--- src/rtl/first_fit_block_allocator_core_defines.svh ---
// ---------------------------------------------------------------------------
// First-fit block allocator assertion macros
// Shared concurrent assertion shapes for the allocator RTL.
// ---------------------------------------------------------------------------
`ifndef FIRST_FIT_BLOCK_ALLOCATOR_CORE_DEFINES_SVH
`define FIRST_FIT_BLOCK_ALLOCATOR_CORE_DEFINES_SVH

// Same-cycle implication, disabled during reset
`define FFBA_ASSERT_HOLDS(label, clk, rst, ante, cons, msg) \
   label: assert property (@(posedge clk) disable iff (rst) (ante) |-> (cons)) \
      else $error(msg);

// Next-cycle implication, disabled during reset
`define FFBA_ASSERT_NEXT(label, clk, rst, ante, cons, msg) \
   label: assert property (@(posedge clk) disable iff (rst) (ante) |=> (cons)) \
      else $error(msg);

`endif

--- src/rtl/ffba_pkg.sv ---
// ---------------------------------------------------------------------------
// ffba_pkg
// Types and constants shared by the first-fit block allocator modules.
// ---------------------------------------------------------------------------
package ffba_pkg;

   // Default map geometry
   localparam int BLOCK_COUNT_DEF = 32;
   localparam int BLOCK_BYTES_DEF = 16;

   // Fixed payload widths
   localparam int COUNT_W   = 10;
   localparam int ADDR_W    = 9;
   localparam int COUNT_MAX = (1 << COUNT_W) - 1;

   // Request action codes
   localparam logic ACT_ALLOC = 1'b0;
   localparam logic ACT_FREE  = 1'b1;

   // Sequencer states
   typedef enum logic [7:0] {
      ST_CLEAR     = 8'b0000_0001,
      ST_IDLE      = 8'b0000_0010,
      ST_DIV_NEED  = 8'b0000_0100,
      ST_DIV_FIRST = 8'b0000_1000,
      ST_SCAN      = 8'b0001_0000,
      ST_MARK      = 8'b0010_0000,
      ST_FREE      = 8'b0100_0000,
      ST_DONE      = 8'b1000_0000
   } state_type;

   // Divider status toward the sequencer
   typedef struct packed {
      logic busy;
      logic done;
   } div_stat_type;

endpackage

--- src/rtl/ffba_div.sv ---
// ---------------------------------------------------------------------------
// ffba_div
// Divider by the constant block size: a registered reciprocal multiply;
// the dividend is registered at start, then the quotient with the done flag.
// ---------------------------------------------------------------------------
module ffba_div
   import ffba_pkg::*;
#(
   parameter int BLOCK_BYTES = BLOCK_BYTES_DEF,
   parameter int DIV_W       = 11
) (
   input  logic             clock,
   input  logic             reset,
   input  logic             start,
   input  logic [DIV_W-1:0] dividend,
   output div_stat_type     status,
   output logic [DIV_W-1:0] quotient
);

   // Reciprocal exact for every dividend below 2**DIV_W
   localparam int SH = DIV_W + $clog2(BLOCK_BYTES);
   localparam int MW = SH + 1;
   localparam int PRW = DIV_W + MW;
   localparam longint unsigned RECIP =
      ((64'd1 << SH) + longint'(BLOCK_BYTES) - 64'd1) / longint'(BLOCK_BYTES);

   logic [DIV_W-1:0] dvd_ff, dvd_in;
   logic [DIV_W-1:0] quo_ff, quo_in;
   logic             pend_ff, pend_in;
   logic             done_ff, done_in;
   logic [PRW-1:0]   prod;

   // Multiply the held dividend by the scaled reciprocal
   assign prod = PRW'(dvd_ff) * PRW'(RECIP);

   always_comb begin
      dvd_in  = dvd_ff;
      quo_in  = quo_ff;
      pend_in = 1'b0;
      done_in = 1'b0;
      if (start) begin
         dvd_in  = dividend;
         pend_in = 1'b1;
      end else if (pend_ff) begin
         quo_in  = prod[SH +: DIV_W];
         done_in = 1'b1;
      end
   end

   always_ff @(posedge clock) begin
      if (reset) begin
         pend_ff <= 1'b0;
         done_ff <= 1'b0;
      end else begin
         pend_ff <= pend_in;
         done_ff <= done_in;
      end
      dvd_ff <= dvd_in;
      quo_ff <= quo_in;
   end

   assign status.busy = pend_ff;
   assign status.done = done_ff;
   assign quotient    = quo_ff;

endmodule

--- src/rtl/ffba_map.sv ---
// ---------------------------------------------------------------------------
// ffba_map
// Block usage map: one write port, one read port with registered data.
// ---------------------------------------------------------------------------
module ffba_map
   import ffba_pkg::*;
#(
   parameter int BLOCK_COUNT = BLOCK_COUNT_DEF
) (
   input  logic                           clock,
   input  logic                           wr_en,
   input  logic [$clog2(BLOCK_COUNT)-1:0] wr_idx,
   input  logic                           wr_data,
   input  logic [$clog2(BLOCK_COUNT)-1:0] rd_idx,
   output logic                           rd_data
);

   logic mem_ff [BLOCK_COUNT];
   logic rd_data_ff;

   // Write one block flag; read one block flag into a register
   always_ff @(posedge clock) begin
      if (wr_en) begin
         mem_ff[wr_idx] <= wr_data;
      end
      rd_data_ff <= mem_ff[rd_idx];
   end

   assign rd_data = rd_data_ff;

endmodule

--- src/rtl/first_fit_block_allocator_core.sv ---
// Allocate: a zero or oversize size goes to the response right after the rounding divide; otherwise the map
//   is scanned until a free run of the needed length is found and marked, or the map ends.
// Free: a second divide finds the first block, then the released blocks are written free.
// One item at a time, the next accepted in the cycle after the response register loads;
//   the map port serves one block per cycle, and a held response stalls the sequencer.
// Reset: a clearing pass writes every map entry free, with ready low.
// ---------------------------------------------------------------------------
// first_fit_block_allocator_core
// First-fit contiguous block allocator with a serial map scan and a shared
// constant divider for rounding byte counts and addresses to blocks.
// ---------------------------------------------------------------------------
`include "first_fit_block_allocator_core_defines.svh"

module first_fit_block_allocator_core
   import ffba_pkg::*;
#(
   parameter int BLOCK_COUNT = BLOCK_COUNT_DEF,
   parameter int BLOCK_BYTES = BLOCK_BYTES_DEF
) (
   input  logic              clock,
   input  logic              reset,
   input  logic              req_valid,
   output logic              req_ready,
   input  logic              req_action,
   input  logic [COUNT_W-1:0] req_byte_count,
   input  logic [ADDR_W-1:0] req_release_address,
   output logic              rsp_valid,
   input  logic              rsp_ready,
   output logic              rsp_granted,
   output logic [ADDR_W-1:0] rsp_granted_address
);

   localparam int DIV_W = $clog2(COUNT_MAX + BLOCK_BYTES);
   localparam int NW    = $clog2(BLOCK_COUNT + 1);
   localparam int CW    = (DIV_W > NW) ? DIV_W : NW;
   localparam int IW    = $clog2(BLOCK_COUNT);
   localparam int PW    = CW + $clog2(BLOCK_BYTES + 1);

   state_type         state_ff, state_in;
   logic              action_ff, action_in;
   logic [ADDR_W-1:0] addr_ff, addr_in;
   logic [DIV_W-1:0]  need_ff, need_in;
   logic [DIV_W-1:0]  left_ff, left_in;
   logic [CW-1:0]     idx_ff, idx_in;
   logic [CW-1:0]     end_ff, end_in;
   logic [CW-1:0]     rd_ptr_ff, rd_ptr_in;
   logic [CW-1:0]     chk_idx_ff, chk_idx_in;
   logic              chk_vld_ff, chk_vld_in;
   logic [CW-1:0]     run_len_ff, run_len_in;
   logic [CW-1:0]     run_start_ff, run_start_in;
   logic              res_granted_ff, res_granted_in;
   logic [ADDR_W-1:0] res_addr_ff, res_addr_in;
   logic              rsp_valid_ff, rsp_valid_in;
   logic              rsp_granted_ff, rsp_granted_in;
   logic [ADDR_W-1:0] rsp_addr_ff, rsp_addr_in;

   logic              div_start;
   logic [DIV_W-1:0]  div_dividend;
   div_stat_type      div_stat;
   logic [DIV_W-1:0]  div_quot;

   logic              map_wr_en;
   logic              map_wr_data;
   logic              map_rd_data;

   logic [CW-1:0]     scan_len;
   logic [CW-1:0]     scan_start;
   logic [PW-1:0]     addr_prod;
   logic              rsp_load;

   // Byte address of the run being marked
   assign addr_prod = PW'(run_start_ff) * PW'(BLOCK_BYTES);

   // Run tracking for the flag that arrives from the map this cycle
   assign scan_len   = run_len_ff + 1'b1;
   assign scan_start = (run_len_ff == '0) ? chk_idx_ff : run_start_ff;

   // Sequencer
   always_comb begin
      state_in       = state_ff;
      action_in      = action_ff;
      addr_in        = addr_ff;
      need_in        = need_ff;
      left_in        = left_ff;
      idx_in         = idx_ff;
      end_in         = end_ff;
      rd_ptr_in      = rd_ptr_ff;
      chk_idx_in     = chk_idx_ff;
      chk_vld_in     = 1'b0;
      run_len_in     = run_len_ff;
      run_start_in   = run_start_ff;
      res_granted_in = res_granted_ff;
      res_addr_in    = res_addr_ff;
      div_start      = 1'b0;
      div_dividend   = DIV_W'(req_byte_count) + DIV_W'(BLOCK_BYTES - 1);
      map_wr_en      = 1'b0;
      map_wr_data    = 1'b0;
      rsp_load       = 1'b0;

      case (state_ff)
         // Sweep the map free after reset
         ST_CLEAR: begin
            map_wr_en = 1'b1;
            if (idx_ff == CW'(BLOCK_COUNT - 1)) begin
               state_in = ST_IDLE;
            end else begin
               idx_in = idx_ff + 1'b1;
            end
         end

         // Take an item and round its byte count to blocks
         ST_IDLE: begin
            if (req_valid) begin
               action_in = req_action;
               addr_in   = req_release_address;
               div_start = 1'b1;
               state_in  = ST_DIV_NEED;
            end
         end

         ST_DIV_NEED: begin
            if (div_stat.done) begin
               need_in = div_quot;
               if (action_ff == ACT_FREE) begin
                  div_dividend = DIV_W'(addr_ff) + DIV_W'(BLOCK_BYTES - 1);
                  div_start    = 1'b1;
                  state_in     = ST_DIV_FIRST;
               end else if (div_quot == '0 || CW'(div_quot) > CW'(BLOCK_COUNT)) begin
                  res_granted_in = 1'b0;
                  res_addr_in    = '0;
                  state_in       = ST_DONE;
               end else begin
                  rd_ptr_in  = '0;
                  run_len_in = '0;
                  state_in   = ST_SCAN;
               end
            end
         end

         // First block boundary at or after the release address
         ST_DIV_FIRST: begin
            if (div_stat.done) begin
               idx_in   = CW'(div_quot);
               left_in  = need_ff;
               state_in = ST_FREE;
            end
         end

         // Issue one map read per cycle and check the flag from the cycle before
         ST_SCAN: begin
            if (rd_ptr_ff < CW'(BLOCK_COUNT)) begin
               rd_ptr_in  = rd_ptr_ff + 1'b1;
               chk_idx_in = rd_ptr_ff;
               chk_vld_in = 1'b1;
            end
            if (chk_vld_ff) begin
               if (map_rd_data) begin
                  run_len_in = '0;
               end else begin
                  run_len_in   = scan_len;
                  run_start_in = scan_start;
               end
               if (!map_rd_data && scan_len == CW'(need_ff)) begin
                  idx_in     = scan_start;
                  end_in     = chk_idx_ff;
                  chk_vld_in = 1'b0;
                  state_in   = ST_MARK;
               end else if (chk_idx_ff == CW'(BLOCK_COUNT - 1)) begin
                  res_granted_in = 1'b0;
                  res_addr_in    = '0;
                  chk_vld_in     = 1'b0;
                  state_in       = ST_DONE;
               end
            end
         end

         // Mark the found run allocated, one block per cycle
         ST_MARK: begin
            map_wr_en   = 1'b1;
            map_wr_data = 1'b1;
            if (idx_ff == end_ff) begin
               res_granted_in = 1'b1;
               res_addr_in    = addr_prod[ADDR_W-1:0];
               state_in       = ST_DONE;
            end else begin
               idx_in = idx_ff + 1'b1;
            end
         end

         // Release blocks until the count runs out or the map ends
         ST_FREE: begin
            if (left_ff == '0 || idx_ff >= CW'(BLOCK_COUNT)) begin
               res_granted_in = 1'b1;
               res_addr_in    = '0;
               state_in       = ST_DONE;
            end else begin
               map_wr_en = 1'b1;
               idx_in    = idx_ff + 1'b1;
               left_in   = left_ff - 1'b1;
            end
         end

         // Hand the result to the output register once it is free
         ST_DONE: begin
            if (!rsp_valid_ff || rsp_ready) begin
               rsp_load = 1'b1;
               state_in = ST_IDLE;
            end
         end

         default: begin
            state_in = ST_IDLE;
         end
      endcase
   end

   // Output register
   always_comb begin
      rsp_granted_in = rsp_granted_ff;
      rsp_addr_in    = rsp_addr_ff;
      if (rsp_load) begin
         rsp_valid_in   = 1'b1;
         rsp_granted_in = res_granted_ff;
         rsp_addr_in    = res_addr_ff;
      end else if (rsp_ready) begin
         rsp_valid_in = 1'b0;
      end else begin
         rsp_valid_in = rsp_valid_ff;
      end
   end

   always_ff @(posedge clock) begin
      if (reset) begin
         state_ff     <= ST_CLEAR;
         idx_ff       <= '0;
         chk_vld_ff   <= 1'b0;
         rsp_valid_ff <= 1'b0;
      end else begin
         state_ff     <= state_in;
         idx_ff       <= idx_in;
         chk_vld_ff   <= chk_vld_in;
         rsp_valid_ff <= rsp_valid_in;
      end
      action_ff      <= action_in;
      addr_ff        <= addr_in;
      need_ff        <= need_in;
      left_ff        <= left_in;
      end_ff         <= end_in;
      rd_ptr_ff      <= rd_ptr_in;
      chk_idx_ff     <= chk_idx_in;
      run_len_ff     <= run_len_in;
      run_start_ff   <= run_start_in;
      res_granted_ff <= res_granted_in;
      res_addr_ff    <= res_addr_in;
      rsp_granted_ff <= rsp_granted_in;
      rsp_addr_ff    <= rsp_addr_in;
   end

   ffba_div #(
      .BLOCK_BYTES (BLOCK_BYTES),
      .DIV_W       (DIV_W)
   ) u_div (
      .clock    (clock),
      .reset    (reset),
      .start    (div_start),
      .dividend (div_dividend),
      .status   (div_stat),
      .quotient (div_quot)
   );

   ffba_map #(
      .BLOCK_COUNT (BLOCK_COUNT)
   ) u_map (
      .clock   (clock),
      .wr_en   (map_wr_en),
      .wr_idx  (idx_ff[IW-1:0]),
      .wr_data (map_wr_data),
      .rd_idx  (rd_ptr_ff[IW-1:0]),
      .rd_data (map_rd_data)
   );

   assign req_ready           = (state_ff == ST_IDLE);
   assign rsp_valid           = rsp_valid_ff;
   assign rsp_granted         = rsp_granted_ff;
   assign rsp_granted_address = rsp_addr_ff;

   // Checks
   `FFBA_ASSERT_HOLDS(a_fail_addr_zero, clock, reset, rsp_valid_ff && !rsp_granted_ff, rsp_addr_ff == '0, "failed item carries a nonzero address")
   `FFBA_ASSERT_HOLDS(a_div_in_div_state, clock, reset, div_stat.busy, state_ff == ST_DIV_NEED || state_ff == ST_DIV_FIRST, "divider busy outside a divide state")
   `FFBA_ASSERT_HOLDS(a_mark_in_run, clock, reset, state_ff == ST_MARK, idx_ff <= end_ff, "mark index ran past the run end")
   `FFBA_ASSERT_HOLDS(a_scan_below_need, clock, reset, state_ff == ST_SCAN, run_len_ff < CW'(need_ff), "scan run reached the need without a hit")
   `FFBA_ASSERT_NEXT(a_accept_divides, clock, reset, req_valid && req_ready, state_ff == ST_DIV_NEED && div_stat.busy, "accepted item did not start the divider")

endmodule
--- config.mk ---
export PLATFORM = sky130hd
export DESIGN_NAME = first_fit_block_allocator_core
export DESIGN_NICKNAME = d
export VERILOG_FILES = /design/src/rtl/ffba_pkg.sv /design/src/rtl/ffba_div.sv /design/src/rtl/ffba_map.sv /design/src/rtl/first_fit_block_allocator_core.sv
export VERILOG_INCLUDE_DIRS = /design/src /design/src/rtl
export SDC_FILE = /design/constraint.sdc
export NUM_CORES = 1
export LEC_CHECK = 0
export ABC_AREA = 1
export BUFFER_PORTS_ARGS = -buffer_cell sky130_fd_sc_hd__buf_2
export CAP_MARGIN = 30
export CORE_MARGIN = 2
export CORE_UTILIZATION = 45
export CTS_BUF_LIST = sky130_fd_sc_hd__clkbuf_8
export CTS_CLUSTER_DIAMETER = 60
export CTS_CLUSTER_SIZE = 20
export DETAILED_ROUTE_END_ITERATION = 8
export PLACE_DENSITY = 0.68
export SYNTH_ARGS = -nofsm -noshare
export SYNTH_HDL_FRONTEND = slang
export SYNTH_SLANG_ARGS = --single-unit
--- constraint.sdc ---
create_clock -name clock -period 2.6 [get_ports clock]
set_input_delay 0.39 -clock clock [delete_from_list [all_inputs] [get_ports clock]]
set_output_delay 0.39 -clock clock [all_outputs]
set_load 0.01 [all_outputs]
==> out/metrics.yaml, run 1 <==
dieArea_um2: 19390
syn_area_per_cell_um2: 9.334
routed_wl_um: 17320
clock-sinks: 165
layout_min_cycle_time_ns: 2.341
holdWs_ns: 0.1013
clk_pin_slew_ns: 0.09
rrSetupSlack_ns: 0.26
tightest_slew_ns: 0.9208
whs_path_depth: 1
hold_violations: 0
synth.distinct_cells: 49
drt-initial-drc-count: 538
synth_most_common_cell: "nand2_1"
htreeDepth: 4
grt_pass1_vias: 5819
antenna_found_initial: 0
synth_area_leaders: "edfxtp_1 51%, nand2_1 7.6%, nor2_1 7.0%"
routed_via_density: 5.184
cp-start-kind: "flip-flop"
gp_congestion: 0.9138
postLayoutCoreUtil: 0.5061
min_to: "addr_ff[5]"
port_buffers: 31
synth_area_um2: 8233
wire_per_inst_um: 14.75
die_h_um: 139.3
reg2reg_depth: 13
syn2layout_area_growth_pct: 10.43
p_per_area_nw_per_um2: 810.4
worst_slack_ns: 0.2587
fmax_mhz: 427.1
endpoint_kind: "flip-flop"
syn_inst: 882
cts_tree: "done"
hp-start: "req_release_address[5]"
max_slew_margin: 0.3839
dp_hpwl_um: 12700
post-cts-setup-buffer-count: 0
fp.coreArea_um2: 17960
hp-class: "in2reg"
skew_ns: 0.01326
yosysSeqAreaShare: 0.5726
yosysTopAreaCell: "edfxtp_1"
drtPass1Iterations: 7
rows: 49
path_class: "reg2reg"
synthArstFlopShare: 0
synth_common_cells: "167 x nand2_1, 154 x nor2_1, 141 x edfxtp_1"
synth_top_area_frac: 0.5143
setup_viol: 0
crit_fanout: 11
die_w_um: 139.3
drv_slew: 0
postCtsHoldBufs: 0
start_util: 0.4583
maxCapViolations: 0
fin_crit_sh: 0.9005
grt_pass1_wl_um: 28550
yosysWarnings: 0
nets: 965
gr-total-overflow: 0
cts_buffer_depth: 2
ys_seq_elements: 165
vias: 6086
cts_buffers: 17
tns_ns: 0
p_leak_nw: 3.582
grt_setup_unrepaired: "false"
cts_root_buf: "clkbuf_8"
preCtsSetupSlack_ns: 0.1409
diodes: 0
synth_edf_count: 141
worst_ep_arrival_time_ns: 2.50
finalPower_mw: 7.367
drc: 0
vdd_drop_max_mv: 0.3757
timing.rr.start: "run_len_ff[0]"
cp.required_ns: 2.75
grt_max_degree: 33
ant_nets: 0
status: "finished clean"
ys.flop_type: "edfxtp_1"
clk_latency_ns: 0.46
io_pins: 36
drive_above_1_share: 0.1471
rr_endpoint: "end_ff[0]"
grt.total_usage: 0.1867
[worst max path at each step]
stage,endpoint,startpoint,slack (ns)
after global routing,end_ff[9],run_len_ff[0],0.03
after detailed placement,end_ff[1],run_len_ff[0],0.14
after floorplan,end_ff[0],run_len_ff[0],0.45
final,end_ff[0],run_len_ff[0],0.26
after CTS,end_ff[9],run_len_ff[0],0.12
after global placement,end_ff[0],run_len_ff[0],0.17
[per-layer routing]
| layer | part of all wire | GRT usage | vias to the layer above |
|---|---|---|---|
| li1 | - | - | 3055 |
| met1 | 0.46 | 0.2492 | 2834 |
| met2 | 0.46 | 0.2918 | 167 |
| met3 | 0.056 | 0.04646 | 30 |
| met4 | 0.026 | 0.07868 | 0 |
| met5 | 0 | 0 | - |
[worst max-delay path, stage by stage (launching register included)]
cell and delay [ns]:
edfxtp_1 0.45, inv_1 0.11, ha_1 0.29, inv_1 0.09
nor2_1 0.04, nor2_1 0.08, nand3_1 0.06, nor2_1 0.12
nand3_2 0.08, nor2_2 0.15, nand4_1 0.16, inv_1 0.08
nand2_1 0.10, clkinvlp_4 0.22
[registers in the layout, summed over array words and instances (netlist names), 8 cells and up]
signal        flops
rd_ptr_ff        11
state_ff          8
u_map.mem_ff     32
addr_ff           9
left_ff          11
run_len_ff       11
idx_ff           11
end_ff           11
run_start_ff     11
chk_idx_ff       11
[power by group]
part	leakage (nW)	internal [mW]	switching, mW	total [mW]
registers	1.43	3.14	0.275	3.41
clock network	0.190	0.860	0.990	1.85
logic	1.96	0.741	1.36	2.11
total	3.58	4.74	2.63	7.37
[cells by family (layout without fill, tap and decap cells)]
| group | Yosys count | in the layout | synth area share |
|---|---|---|---|
| AND/OR/NAND/NOR | 448 | 448 | 0.2483 |
| flip-flops | 165 | 165 | 0.5726 |
| buffers and inverters | 129 | 189 | 0.06474 |
| AO/OA/AOI/OAI | 110 | 110 | 0.07933 |
| XOR/XNOR | 21 | 21 | 0.02234 |
| adder cells (fa/ha/maj) | 8 | 8 | 0.01216 |
| other | 1 | 4 | 0.0004555 |
[cells in the final DEF, fill, tap and decap left out, drive strengths merged, types with 2 or more instances in the layout]
cell type / instances
nand3b: 5
nor3b: 3
xnor2: 17
a31oi: 4
ha: 8
nand3: 54
xor2: 4
clkinvlp: 3
nor2: 166
nand2: 178
clkbuf: 17
bufinv: 2
o221ai: 4
o22ai: 8
or2: 5
nor4: 3
a21oi: 40
conb: 4
o31ai: 3
a22o: 2
nor3: 15
buf: 49
clkinv: 6
dfxtp: 24
nand4: 17
edfxtp: 141
o21ai: 46
inv: 112
[stage by stage]
stage	instance area (µm²)	cells
6_report	9091	1174
5_1_grt	9091	1174
4_1_cts	9085	1174
3_5_place_dp	8700	1143
3_3_place_gp	8700	1143
2_1_floorplan	8244	885
[repair_timing]
item                                   in CTS  in global routing
resized for setup                           0                  2
endpoints found under the hold margin       0                  0
setup endpoints to repair                   0                 22
[area by class of cell]
type                            count  area, µm²
Clock inverter                     14      151.4
Timing Repair Buffer               49      290.3
Fill cell                        1657       8872
Tap cell                          229      286.5
Sequential cell                   165       4715
Clock buffer                       17      234.0
Multi-Input combinational cell    591       2999
Inverter                          109      415.4
(Power assumes the default switching activity.)
==> inputs of run 2 (changes only) <==
Clock period 2.6 ns to 3.01 ns, I/O delays scaled along.
==> run 2 against run 1 <==
Net effect: die area is the same; hold slack better by 0.047 ns; sequential share of layout area grew 0.29 points; combinational power shrank 14%; global-route usage fell by 0.12 points.
==> out/metrics.yaml, run 2 (synthesized netlist as in run 1, its figures left out) <==
die_w_um: 139.3  # unchanged
hold_violations: 0  # unchanged
grt_pass1_wl_um: 28410  # -0.48%
p_clk_frac: 0.255  # +0.004
clk_pin_slew_ns: 0.09  # about the same
cts_root_buf: "clkbuf_8"
vias: 6127  # +0.67%
multiInputGateArea_um2: 2997  # about the same
nets: 958  # -0.73%
endpoint_kind: "flip-flop"
drtPass1Iterations: 6  # -1
postCtsHoldBufs: 0  # unchanged
cp_cell_sequence: "inv_1 > ha_1 > inv_1 > nor2_1 > nor2_1 > nand3_1 > nor2_1 > nand3_2 > nor2_2 > nand4_1 > inv_1 > nand2_1 > inv_1"
tns_ns: 0  # unchanged
skew_ns: 0.01569  # +0.002431 ns
cp-start-kind: "flip-flop"
fin_crit_sh: 0.8197  # -0.08077
diodes: 0  # unchanged
power.switching_mw: 2.223  # -15%
gp_congestion: 0.8835  # -3.3%
cts_buffers: 17  # unchanged
wire_per_inst_um: 14.77  # +0.13%
p_seq_frac: 0.462  # about the same
die_h_um: 139.3  # unchanged
clock-sinks: 165  # unchanged
grt_max_degree: 34  # +3.0%
fillCellCount: 1643  # -0.84%
antenna_found_initial: 0  # unchanged
fp.coreArea_um2: 17960  # unchanged
final_cell_mix: "167 x nand2_1, 154 x nor2_1, 141 x edfxtp_1, 99 x inv_1, 50 x nand3_1"
dieArea_um2: 19390  # unchanged
routed_via_density: 5.250  # +1.3%
cp_slowest_stage_delay_ns: 0.46  # about the same
fmax_mhz: 405.3  # -5.1%
critPathSlowestCell: "edfxtp_1"
largest-register: "u_map.mem_ff"
rows: 49  # unchanged
io_pins: 36  # unchanged
p_sw_frac: 0.3483  # -0.008579
p_leak_nw: 3.568  # -0.38%
drv_slew: 0  # unchanged
gr-total-overflow: 0  # unchanged
grt_pass1_vias: 5819  # unchanged
cell_internal_pwr_mw: 4.158  # -12%
ant_nets: 0  # unchanged
tightest_slew_ns: 0.9130  # -0.007744 ns
port_buffers: 31  # unchanged
final_common_cell: "nand2_1"
crit_fanout: 11  # unchanged
dp_hpwl_um: 12680  # -0.17%
path_class: "reg2reg"
start_util: 0.4583  # unchanged
drive_above_1_share: 0.1365  # -0.01063
cp.required_ns: 3.13  # +0.38 ns
hp-class: "in2reg"
grt.total_usage: 0.1854  # -0.001207
syn2layout_area_growth_pct: 9.818
post-cts-setup-buffer-count: 0  # unchanged
cts_tree: "done"
htreeDepth: 4  # unchanged
worst_ep_arrival_time_ns: 2.59  # +0.09 ns
seq_area_um2: 4715  # unchanged
max_slew_margin: 0.3891  # +0.005181
drc: 0  # unchanged
largest_reg_flops: 32  # unchanged
grt_setup_unrepaired: "false"
post_cts_resized: 0  # unchanged
vdd_drop_max_mv: 0.3488  # -7.1%
routed_wl_um: 17240  # -0.47%
drt-initial-drc-count: 520  # -3.3%
power_frac_comb: 0.283  # -0.003
finalPower_mw: 6.381  # -13%
p_per_area_nw_per_um2: 705.8  # -13%
cts_buffer_depth: 2  # unchanged
status: "finished clean"
crit_top_cell: "inv_1"
clk_latency_ns: 0.47  # about the same
layout_min_cycle_time_ns: 2.467  # +0.1261 ns
maxCapViolations: 0  # unchanged
setup_viol: 0  # unchanged
==> run 2: path summary, 6_finish.rpt <==
kind	startpoint	slack [ns]	to	cells past startpoint
setup / recovery	run_len_ff[0]	0.54	end_ff[8]	13
hold / removal	req_release_address[0]	0.15	addr_ff[0]	1
setup reg to reg	run_len_ff[0]	0.54	end_ff[8]	13
hold reg to reg	u_div.dvd_ff[7]	0.42	u_div.quotient[3]	0
==> run 2: power groups by stage <==
stage / clock [mW] / combinational, mW / sequential (mW)
6_report: 1.63 / 1.81 / 2.95
3_3_place_gp: 0 / 1.76 / 2.99
2_1_floorplan: 0 / 1.48 / 2.90
4_1_cts: 1.66 / 1.79 / 2.94
5_1_grt: 1.75 / 2.05 / 2.98
3_5_place_dp: 0 / 1.78 / 2.99
==> run 2: per-stage QoR <==
stage,hold slack [ns],area (µm²),cells,util,worst slack (ns)
after global placement,0.4002,8640,1135,0.4810,0.6010
after floorplan,0.4003,8244,885,-,0.8579
after CTS,0.1237,9034,1166,0.5029,0.5326
after global routing,0.1243,9041,1167,0.5033,0.3256
final,0.1482,9041,1167,0.5033,0.5426
after detailed placement,0.4045,8640,1135,0.4810,0.5572
==> run 2: cell type report <==
class / count / area share
clock buffers: 17 / 0.02588
inverters: 109 / 0.04553
flip-flops and latches: 165 / 0.5215
clock inverters: 14 / 0.01771
repair buffers: 42 / 0.02629
multi-input cells: 591 / 0.3314
well taps: 229 / 0.03169
==> run 2: worst max-delay path, delay by kind of cell (launching register included) <==
kind / cells / cell delay (ns)
adder cells (fa/ha/maj): 1 / 0.30
AND/OR/NAND/NOR: 8 / 0.79
buffers and inverters: 4 / 0.59
flip-flops: 1 / 0.46
==> run 2: routing by layer <==
layer,share of wire,vias to the layer above,global-route usage
met5,0,-,0
met4,0.030,0,0.08453
met3,0.064,36,0.04164
met2,0.46,232,0.2928
met1,0.44,2814,0.2455
li1,-,3045,-
